## src/sv/egcd_pkg.sv

```systemverilog
// Package for the extended gcd / modular inverse block.
// Holds the default width and the controller-datapath command and status types.
// No dependencies.
package egcd_pkg;

    // Default coefficient width; operands are one bit narrower
    localparam int WIDTH_DEF = 32;

    // Commands from the controller to the datapath
    typedef struct packed {
        logic load_in;    // capture operands, seed coefficients
        logic start_div;  // clear remainder, quotient accumulators and bit counter
        logic div_step;   // one restoring-division bit
        logic update;     // rotate remainders and coefficients
        logic load_out;   // capture the result item
    } egcd_cmd_t;

    // Status from the datapath to the controller
    typedef struct packed {
        logic b_zero;     // current divisor is zero: algorithm finished
        logic cnt_last;   // last division bit this cycle
    } egcd_status_t;

endpackage

```

## src/sv/egcd_datapath.sv

```systemverilog
// Datapath of the extended gcd block: remainders, coefficients, bit-serial divider.
// Depends on egcd_pkg for the command and status types.
module egcd_datapath
    import egcd_pkg::*;
#(
    parameter int WIDTH = WIDTH_DEF
)
(
    input  logic                    clk,
    input  logic                    rst_n,
    input  egcd_cmd_t               cmd,
    output egcd_status_t            status,
    input  logic [WIDTH-2:0]        value_a,
    input  logic [WIDTH-2:0]        value_b,
    output logic [WIDTH-2:0]        gcd_value,
    output logic signed [WIDTH-1:0] coef_x,
    output logic signed [WIDTH-1:0] coef_y,
    output logic [WIDTH-2:0]        inverse_value
);

    localparam int OW = WIDTH - 1;
    localparam int CW = WIDTH;
    localparam int CNTW = $clog2(OW);

    // Euclid state
    logic [OW-1:0]   a_reg, a_next;
    logic [OW-1:0]   b_reg, b_next;
    logic [OW-1:0]   mod_reg, mod_next;
    logic [CW-1:0]   xp_reg, xp_next, xc_reg, xc_next;
    logic [CW-1:0]   yp_reg, yp_next, yc_reg, yc_next;

    // Division state
    logic [OW-1:0]   n_reg, n_next;
    logic [OW-1:0]   r_reg, r_next;
    logic [CW-1:0]   tx_reg, tx_next, ty_reg, ty_next;
    logic [CNTW-1:0] cnt_reg, cnt_next;

    // Result item
    logic [OW-1:0]   gcd_reg, gcd_next;
    logic [CW-1:0]   cx_reg, cx_next, cy_reg, cy_next;
    logic [OW-1:0]   inv_reg, inv_next;

    logic [OW:0]     r_sh;
    logic            q_bit;
    logic [CW-1:0]   x_adj;

    // Shift the next dividend bit in and trial-subtract the divisor
    assign r_sh  = {r_reg, n_reg[OW-1]};
    assign q_bit = (r_sh >= {1'b0, b_reg});
    // Reduce a negative coefficient by adding the modulus once
    assign x_adj = xp_reg[CW-1] ? (xp_reg + {{(CW-OW){1'b0}}, mod_reg}) : xp_reg;

    assign status.b_zero   = (b_reg == '0);
    assign status.cnt_last = (cnt_reg == CNTW'(OW - 1));

    always_comb
    begin
        a_next   = a_reg;
        b_next   = b_reg;
        mod_next = mod_reg;
        xp_next  = xp_reg;
        xc_next  = xc_reg;
        yp_next  = yp_reg;
        yc_next  = yc_reg;
        n_next   = n_reg;
        r_next   = r_reg;
        tx_next  = tx_reg;
        ty_next  = ty_reg;
        cnt_next = cnt_reg;
        gcd_next = gcd_reg;
        cx_next  = cx_reg;
        cy_next  = cy_reg;
        inv_next = inv_reg;

        // Capture operands and seed the coefficient pairs
        if (cmd.load_in)
        begin
            a_next   = value_a;
            b_next   = value_b;
            mod_next = value_b;
            xp_next  = CW'(1);
            xc_next  = '0;
            yp_next  = '0;
            yc_next  = CW'(1);
        end

        // Prepare one quotient/remainder step
        if (cmd.start_div)
        begin
            n_next   = a_reg;
            r_next   = '0;
            tx_next  = '0;
            ty_next  = '0;
            cnt_next = '0;
        end

        // Advance the divider one bit, building q*xc and q*yc MSB first
        if (cmd.div_step)
        begin
            n_next   = {n_reg[OW-2:0], 1'b0};
            r_next   = q_bit ? OW'(r_sh - {1'b0, b_reg}) : r_sh[OW-1:0];
            tx_next  = {tx_reg[CW-2:0], 1'b0} + (q_bit ? xc_reg : '0);
            ty_next  = {ty_reg[CW-2:0], 1'b0} + (q_bit ? yc_reg : '0);
            cnt_next = cnt_reg + CNTW'(1);
        end

        // Rotate remainders and coefficients
        if (cmd.update)
        begin
            a_next  = b_reg;
            b_next  = r_reg;
            xp_next = xc_reg;
            xc_next = xp_reg - tx_reg;
            yp_next = yc_reg;
            yc_next = yp_reg - ty_reg;
        end

        // Capture the result item
        if (cmd.load_out)
        begin
            gcd_next = a_reg;
            cx_next  = xp_reg;
            cy_next  = yp_reg;
            inv_next = x_adj[OW-1:0];
        end
    end

    // Payload registers carry no reset
    always_ff @(posedge clk)
    begin
        a_reg   <= a_next;
        b_reg   <= b_next;
        mod_reg <= mod_next;
        xp_reg  <= xp_next;
        xc_reg  <= xc_next;
        yp_reg  <= yp_next;
        yc_reg  <= yc_next;
        n_reg   <= n_next;
        r_reg   <= r_next;
        tx_reg  <= tx_next;
        ty_reg  <= ty_next;
        gcd_reg <= gcd_next;
        cx_reg  <= cx_next;
        cy_reg  <= cy_next;
        inv_reg <= inv_next;
    end

    // Bit counter
    always_ff @(posedge clk or negedge rst_n)
    begin
        if (!rst_n)
        begin
            cnt_reg <= '0;
        end
        else
        begin
            cnt_reg <= cnt_next;
        end
    end

    assign gcd_value     = gcd_reg;
    assign coef_x        = cx_reg;
    assign coef_y        = cy_reg;
    assign inverse_value = inv_reg;

endmodule

```

## src/sv/egcd_controller.sv

```systemverilog
// Controller of the extended gcd block: sequences division steps and output handshake.
// Depends on egcd_pkg for the command and status types.
module egcd_controller
    import egcd_pkg::*;
(
    input  logic         clk,
    input  logic         rst_n,
    input  logic         in_valid,
    output logic         in_stall,
    output logic         out_valid,
    input  logic         out_stall,
    output egcd_cmd_t    cmd,
    input  egcd_status_t status
);

    localparam logic [2:0] S_IDLE  = 3'd0;
    localparam logic [2:0] S_CHECK = 3'd1;
    localparam logic [2:0] S_DIV   = 3'd2;
    localparam logic [2:0] S_UPD   = 3'd3;
    localparam logic [2:0] S_FIN   = 3'd4;

    logic [2:0] state_reg, state_next;
    logic       out_valid_reg, out_valid_next;

    always_comb
    begin
        state_next     = state_reg;
        out_valid_next = out_valid_reg;
        cmd            = '0;

        // Drop the result item once it is taken
        if (out_valid_reg && !out_stall)
        begin
            out_valid_next = 1'b0;
        end

        unique case (state_reg)
            S_IDLE:
            begin
                if (in_valid)
                begin
                    cmd.load_in = 1'b1;
                    state_next  = S_CHECK;
                end
            end
            S_CHECK:
            begin
                if (status.b_zero)
                begin
                    state_next = S_FIN;
                end
                else
                begin
                    cmd.start_div = 1'b1;
                    state_next    = S_DIV;
                end
            end
            S_DIV:
            begin
                cmd.div_step = 1'b1;
                if (status.cnt_last)
                begin
                    state_next = S_UPD;
                end
            end
            S_UPD:
            begin
                cmd.update = 1'b1;
                state_next = S_CHECK;
            end
            S_FIN:
            begin
                // Hold until the output register is free or being emptied
                if (!out_valid_reg || !out_stall)
                begin
                    cmd.load_out   = 1'b1;
                    out_valid_next = 1'b1;
                    state_next     = S_IDLE;
                end
            end
            default:
            begin
                state_next = S_IDLE;
            end
        endcase
    end

    always_ff @(posedge clk or negedge rst_n)
    begin
        if (!rst_n)
        begin
            state_reg     <= S_IDLE;
            out_valid_reg <= 1'b0;
        end
        else
        begin
            state_reg     <= state_next;
            out_valid_reg <= out_valid_next;
        end
    end

    assign in_stall  = (state_reg != S_IDLE);
    assign out_valid = out_valid_reg;

endmodule

```

## src/sv/extended_gcd_mod_inverse.sv

```systemverilog
// Top level of the extended gcd / modular inverse block.
// Instantiates egcd_controller and egcd_datapath; uses egcd_pkg.
//
//  channel | direction | handshake            | payload
//  in      | input     | in_valid / in_stall   | value_a, value_b
//  out     | output    | out_valid / out_stall | gcd_value, coef_x, coef_y, inverse_value
//
// Each Euclid step runs a check, the bit-serial restoring divider and one
// coefficient update. An item takes at most 45 steps for 31-bit operands.
// One item is worked at a time; the next is accepted while a result still waits.
// Reset clears control state only. A stalled result holds its output register.
module extended_gcd_mod_inverse
    import egcd_pkg::*;
#(
    parameter int WIDTH = WIDTH_DEF
)
(
    input  logic                    clk,
    input  logic                    rst_n,
    input  logic                    in_valid,
    output logic                    in_stall,
    input  logic [WIDTH-2:0]        value_a,
    input  logic [WIDTH-2:0]        value_b,
    output logic                    out_valid,
    input  logic                    out_stall,
    output logic [WIDTH-2:0]        gcd_value,
    output logic signed [WIDTH-1:0] coef_x,
    output logic signed [WIDTH-1:0] coef_y,
    output logic [WIDTH-2:0]        inverse_value
);

    egcd_cmd_t    cmd;
    egcd_status_t status;

    egcd_controller u_ctrl
    (
        .clk       (clk),
        .rst_n     (rst_n),
        .in_valid  (in_valid),
        .in_stall  (in_stall),
        .out_valid (out_valid),
        .out_stall (out_stall),
        .cmd       (cmd),
        .status    (status)
    );

    egcd_datapath #(.WIDTH(WIDTH)) u_dp
    (
        .clk           (clk),
        .rst_n         (rst_n),
        .cmd           (cmd),
        .status        (status),
        .value_a       (value_a),
        .value_b       (value_b),
        .gcd_value     (gcd_value),
        .coef_x        (coef_x),
        .coef_y        (coef_y),
        .inverse_value (inverse_value)
    );

endmodule

```

## config.mk

```make
export PLATFORM = sky130hd
export DESIGN_NAME = extended_gcd_mod_inverse
export DESIGN_NICKNAME = d
export VERILOG_FILES = /design/src/sv/egcd_pkg.sv /design/src/sv/egcd_datapath.sv /design/src/sv/egcd_controller.sv /design/src/sv/extended_gcd_mod_inverse.sv
export SDC_FILE = /design/constraint.sdc
export NUM_CORES = 1
export LEC_CHECK = 0
export ABC_CLOCK_PERIOD_IN_PS = 8700
export BUFFER_PORTS_ARGS = -buffer_cell sky130_fd_sc_hd__buf_2
export CAP_MARGIN = 20
export CORE_ASPECT_RATIO = 0.5
export CORE_MARGIN = 2
export CORE_UTILIZATION = 50
export CTS_CLUSTER_SIZE = 25
export DETAILED_ROUTE_END_ITERATION = 12
export GPL_TIMING_DRIVEN = 0
export MAX_ROUTING_LAYER = met4
export PLACE_DENSITY = 0.68
export SYNTH_ARGS = -nofsm -noshare
export SYNTH_HDL_FRONTEND = slang
export SYNTH_SLANG_ARGS = --single-unit
export TNS_END_PERCENT = 100
```

## constraint.sdc

```tcl
create_clock -name clk -period 8.7 [get_ports clk]
set_input_delay 1.305 -clock clk [delete_from_list [all_inputs] [get_ports clk]]
set_output_delay 1.305 -clock clk [all_outputs]
set_load 0.05 [all_outputs]
```

==> metrics.cfg <==
[die]
core_area_um2=54100
design.die.area_um2=57100
boundaryPins=194
die_height_um=170
floorplan.initialDensity_pct=50.9
floorplan.rows=60
die_width_um=336

[hold_path]
holdCritPathClass=flop to flop

[logic_synthesis]
post_synth_instance_area_um2=27600
synth.largest_area_cell=sky130_fd_sc_hd__edfxtp_1
yosysWarningCount=0
synth-main-ff-cell=sky130_fd_sc_hd__edfxtp_1
syn_avg_cell_area_um2=10.8
yosysTopAreaCellShare_pct=51.4
yosysUniqueCellTypes=86
synth-async-reset-ratio_pct=1.87
synth.ff_latch_count=482
synth_seq_area_share_pct=52.3
syn-num-nets=2814
synth-edff-count=472
synth_area_leaders=sky130_fd_sc_hd__edfxtp_1 51%, sky130_fd_sc_hd__ha_1 8.4%, sky130_fd_sc_hd__nand2_1 3.6%
synth_cells=2557

[global_route]
grt_pass1_vias=19909
groute.usage.overall_pct=26.7
grt_overflow_total=0
antenna_found_initial=2
grt_start_max_net_pins=59
grt_first_pass_wirelength_um=114000

[critical_path]
critPathCapture=u_dp.tx_reg[30]$_SDFFCE_PN0N_
arrival_ns=6.88
crit-reg2reg-capture=u_dp.tx_reg[30]$_SDFFCE_PN0N_
startpoint=u_dp.b_reg[0]$_DFFE_PP_
regToRegStartpoint=u_dp.b_reg[0]$_DFFE_PP_
reg2regPathDepth=22
kind_of_end_point_of_the_critical_path=flop
worstPathMaxFanout=10
critical_path_class=flop to flop
setup.reg_to_reg.worst_slack_ns=2.11
timing.critical_path.from_type=flop
cp.required_ns=8.99

[timing]
finalSetupViolCount=0
maxClockFrequency_ghz=0.152
fin_tns_setup_ns=0
fin_crit_ns=6.59
hold_viol_final=0
finalMaxSlewViolations=0
rsz0062_at_grt=false
worst-slew-pin-transition_ns=1.13
final.setup_skew_ns=0.0221
max-slew-margin-rel_pct=24.4
final_min_period_over_clock_period_pct=75.7

[routing]
drt_first_pass_iters=6
vias=20737
drt.antenna.violating_nets=0
drcViolationCount=0
detail_route.wirelength_um=74800
dr.first_iter.drc_count=2105
vias_per_cell=5.78
routedWlPerCell_um=20.8

[power_and_ir_drop]
max-vdd-ir-drop_v=0.000124
p_leak_nw=12.7
power_density_nw_per_um2=165

[clock_tree]
clock_pin_slew_worst_setup_and_hold_paths_ns=0.07
cts_inserted_buffers=45
post_cts.repair.setup_buffers=0
cts.root.buffer_cell=sky130_fd_sc_hd__clkbuf_16
tritoncts_num_sinks=482
cts.htree.levels=2
insertion_delay_ns=0.58
max-clock-path-buffers=3
ctsHoldBuffers=0
clock_tree_from_tritoncts=yes
cts_repair_resize_count=0

[placed_design]
placement.cell_area_um2=29800
hpwl_um=55400
place.gp.congestion=0.958
placement.io_buffers=193

[layout]
fin_nets=3067
most_common_library_cell_in_the_layout_ignoring_fill_and_taps=sky130_fd_sc_hd__edfxtp_1
filler_cell_count=4545
layout.cells.most_common_list=472 x sky130_fd_sc_hd__edfxtp_1, 262 x sky130_fd_sc_hd__nand2_1, 199 x sky130_fd_sc_hd__buf_2
stdcell_area_um2=31200
post_route_cells_drive_above_1_share_pct=11.5
flow.area_growth_from_synthesis_pct=13.2

[job]
max_cap_viol_count=0

[outcome]
outcome=finished, final reports clean

[worst max-delay path: stages (launching register included)]
cell,delay (ns)
sky130_fd_sc_hd__edfxtp_1,0.44
sky130_fd_sc_hd__ha_1,0.24
sky130_fd_sc_hd__fa_1,0.38
sky130_fd_sc_hd__nand2b_1,0.18
sky130_fd_sc_hd__a21boi_1,0.19
sky130_fd_sc_hd__o21ai_1,0.14
sky130_fd_sc_hd__a21o_1,0.21
sky130_fd_sc_hd__a21oi_1,0.18
sky130_fd_sc_hd__o2111ai_1,0.18
sky130_fd_sc_hd__nand2_1,0.28
sky130_fd_sc_hd__buf_2,0.41
sky130_fd_sc_hd__clkbuf_1,0.39
sky130_fd_sc_hd__and2_1,0.20
sky130_fd_sc_hd__ha_1,0.27
sky130_fd_sc_hd__a211oi_1,0.34
sky130_fd_sc_hd__o211ai_2,0.21
sky130_fd_sc_hd__a311oi_2,0.46
sky130_fd_sc_hd__nor3_2,0.13
sky130_fd_sc_hd__a2111oi_2,0.60
sky130_fd_sc_hd__o211ai_1,0.26
sky130_fd_sc_hd__a21oi_1,0.25
sky130_fd_sc_hd__xor2_1,0.24
sky130_fd_sc_hd__nor2_1,0.10
[where the power goes]
part | switching, mW | internal [mW] | total, mW
registers | 0.0476 | 2.62 | 2.67
clock network | 0.901 | 1.13 | 2.03
logic | 0.256 | 0.206 | 0.462
total | 1.20 | 3.95 | 5.16
[per-layer routing]
metal / routed length, um / track usage [%] / vias to the layer above
li1: - / - / 9891
met1: 33900 / 36.3 / 10128
met2: 34700 / 42.3 / 606
met3: 4210 / 3.85 / 112
met4: 1970 / 6.96 / 0
met5: 0 / - / -
[cell families (layout without fill, tap and decap cells)]
kind of cell | Yosys count | after routing | synth area share, %
compound gates | 645 | 645 | 15.7
buf+inv | 235 | 520 | 3.23
mux | 28 | 28 | 1.12
xor+xnor | 127 | 127 | 4.04
simple gates | 849 | 849 | 14.7
flops | 482 | 482 | 52.3
other cells | 0 | 1 | 0
fa+ha+maj | 191 | 191 | 8.84
[per-stage QoR]
stage | total power [mW] | hold slack (ns) | instances | util, % | setup WS [ns]
6_report | 5.16 | 0.454 | 3587 | 57.6 | 2.11
5_1_grt | 5.33 | 0.463 | 3587 | 57.6 | 1.74
4_1_cts | 5.18 | 0.454 | 3586 | 57.6 | 2.25
3_5_place_dp | 3.16 | 0.437 | 3507 | 55.0 | 2.31
3_3_place_gp | 3.16 | 0.437 | 3494 | 54.4 | -2.86
2_1_floorplan | 3.05 | 0.426 | 2557 | - | 0.655
[synth_stat cells, types with 6 or more instances]
cell and instances:
sky130_fd_sc_hd__edfxtp_1 472, sky130_fd_sc_hd__nand2_1 262, sky130_fd_sc_hd__nor2_1 197, sky130_fd_sc_hd__ha_1 185, sky130_fd_sc_hd__a21oi_1 163, sky130_fd_sc_hd__inv_1 153
sky130_fd_sc_hd__and2_1 139, sky130_fd_sc_hd__o21ai_0 123, sky130_fd_sc_hd__a21o_1 88, sky130_fd_sc_hd__clkbuf_1 71, sky130_fd_sc_hd__xnor2_1 71, sky130_fd_sc_hd__nor3_1 64
sky130_fd_sc_hd__xor2_1 56, sky130_fd_sc_hd__nand3_1 45, sky130_fd_sc_hd__a211oi_1 34, sky130_fd_sc_hd__a22o_1 30, sky130_fd_sc_hd__o21a_1 30, sky130_fd_sc_hd__o21bai_1 29
sky130_fd_sc_hd__nand4_1 26, sky130_fd_sc_hd__nand2b_1 22, sky130_fd_sc_hd__and3_1 19, sky130_fd_sc_hd__mux2_2 18, sky130_fd_sc_hd__nor2b_1 18, sky130_fd_sc_hd__a31oi_1 16
sky130_fd_sc_hd__o211ai_1 14, sky130_fd_sc_hd__or3_1 13, sky130_fd_sc_hd__o21ai_1 12, sky130_fd_sc_hd__a41oi_1 10, sky130_fd_sc_hd__nor4_1 10, sky130_fd_sc_hd__or2_2 10
sky130_fd_sc_hd__dfrtp_1 9, sky130_fd_sc_hd__mux2i_1 9, sky130_fd_sc_hd__nor3b_1 9, sky130_fd_sc_hd__a211o_1 7, sky130_fd_sc_hd__a21boi_0 7, sky130_fd_sc_hd__a221oi_1 6
sky130_fd_sc_hd__buf_2 6, sky130_fd_sc_hd__fa_1 6, sky130_fd_sc_hd__o31ai_1 6
[cell type report]
class	count	area, um^2	share of cell area [%]
Tap cell	744	931	2.98
Multi-Input combinational cell	1840	12300	39.3
Sequential cell	482	14400	46.2
Clock inverter	26	287	0.918
Timing Repair Buffer	206	1250	4.00
Clock buffer	53	1160	3.71
Inverter	153	574	1.84
Buffer	82	315	1.01
Antenna cell	1	2.50	0.00802
[worst min path at each step]
stage / start / to / slack [ns] / cells after the start
after floorplan: u_dp.a_reg[0]$_DFFE_PP_ / u_dp.gcd_value[0]$_DFFE_PP_ / 0.43 / 0
after global placement: u_dp.a_reg[13]$_DFFE_PP_ / u_dp.gcd_value[13]$_DFFE_PP_ / 0.44 / 0
after detailed placement: u_dp.a_reg[15]$_DFFE_PP_ / u_dp.gcd_value[15]$_DFFE_PP_ / 0.44 / 0
after CTS: u_dp.a_reg[11]$_DFFE_PP_ / u_dp.gcd_value[11]$_DFFE_PP_ / 0.45 / 0
after global routing: u_dp.a_reg[17]$_DFFE_PP_ / u_dp.gcd_value[17]$_DFFE_PP_ / 0.46 / 0
final: u_dp.a_reg[22]$_DFFE_PP_ / u_dp.gcd_value[22]$_DFFE_PP_ / 0.45 / 0
Power figures use the tool's default switching activity.
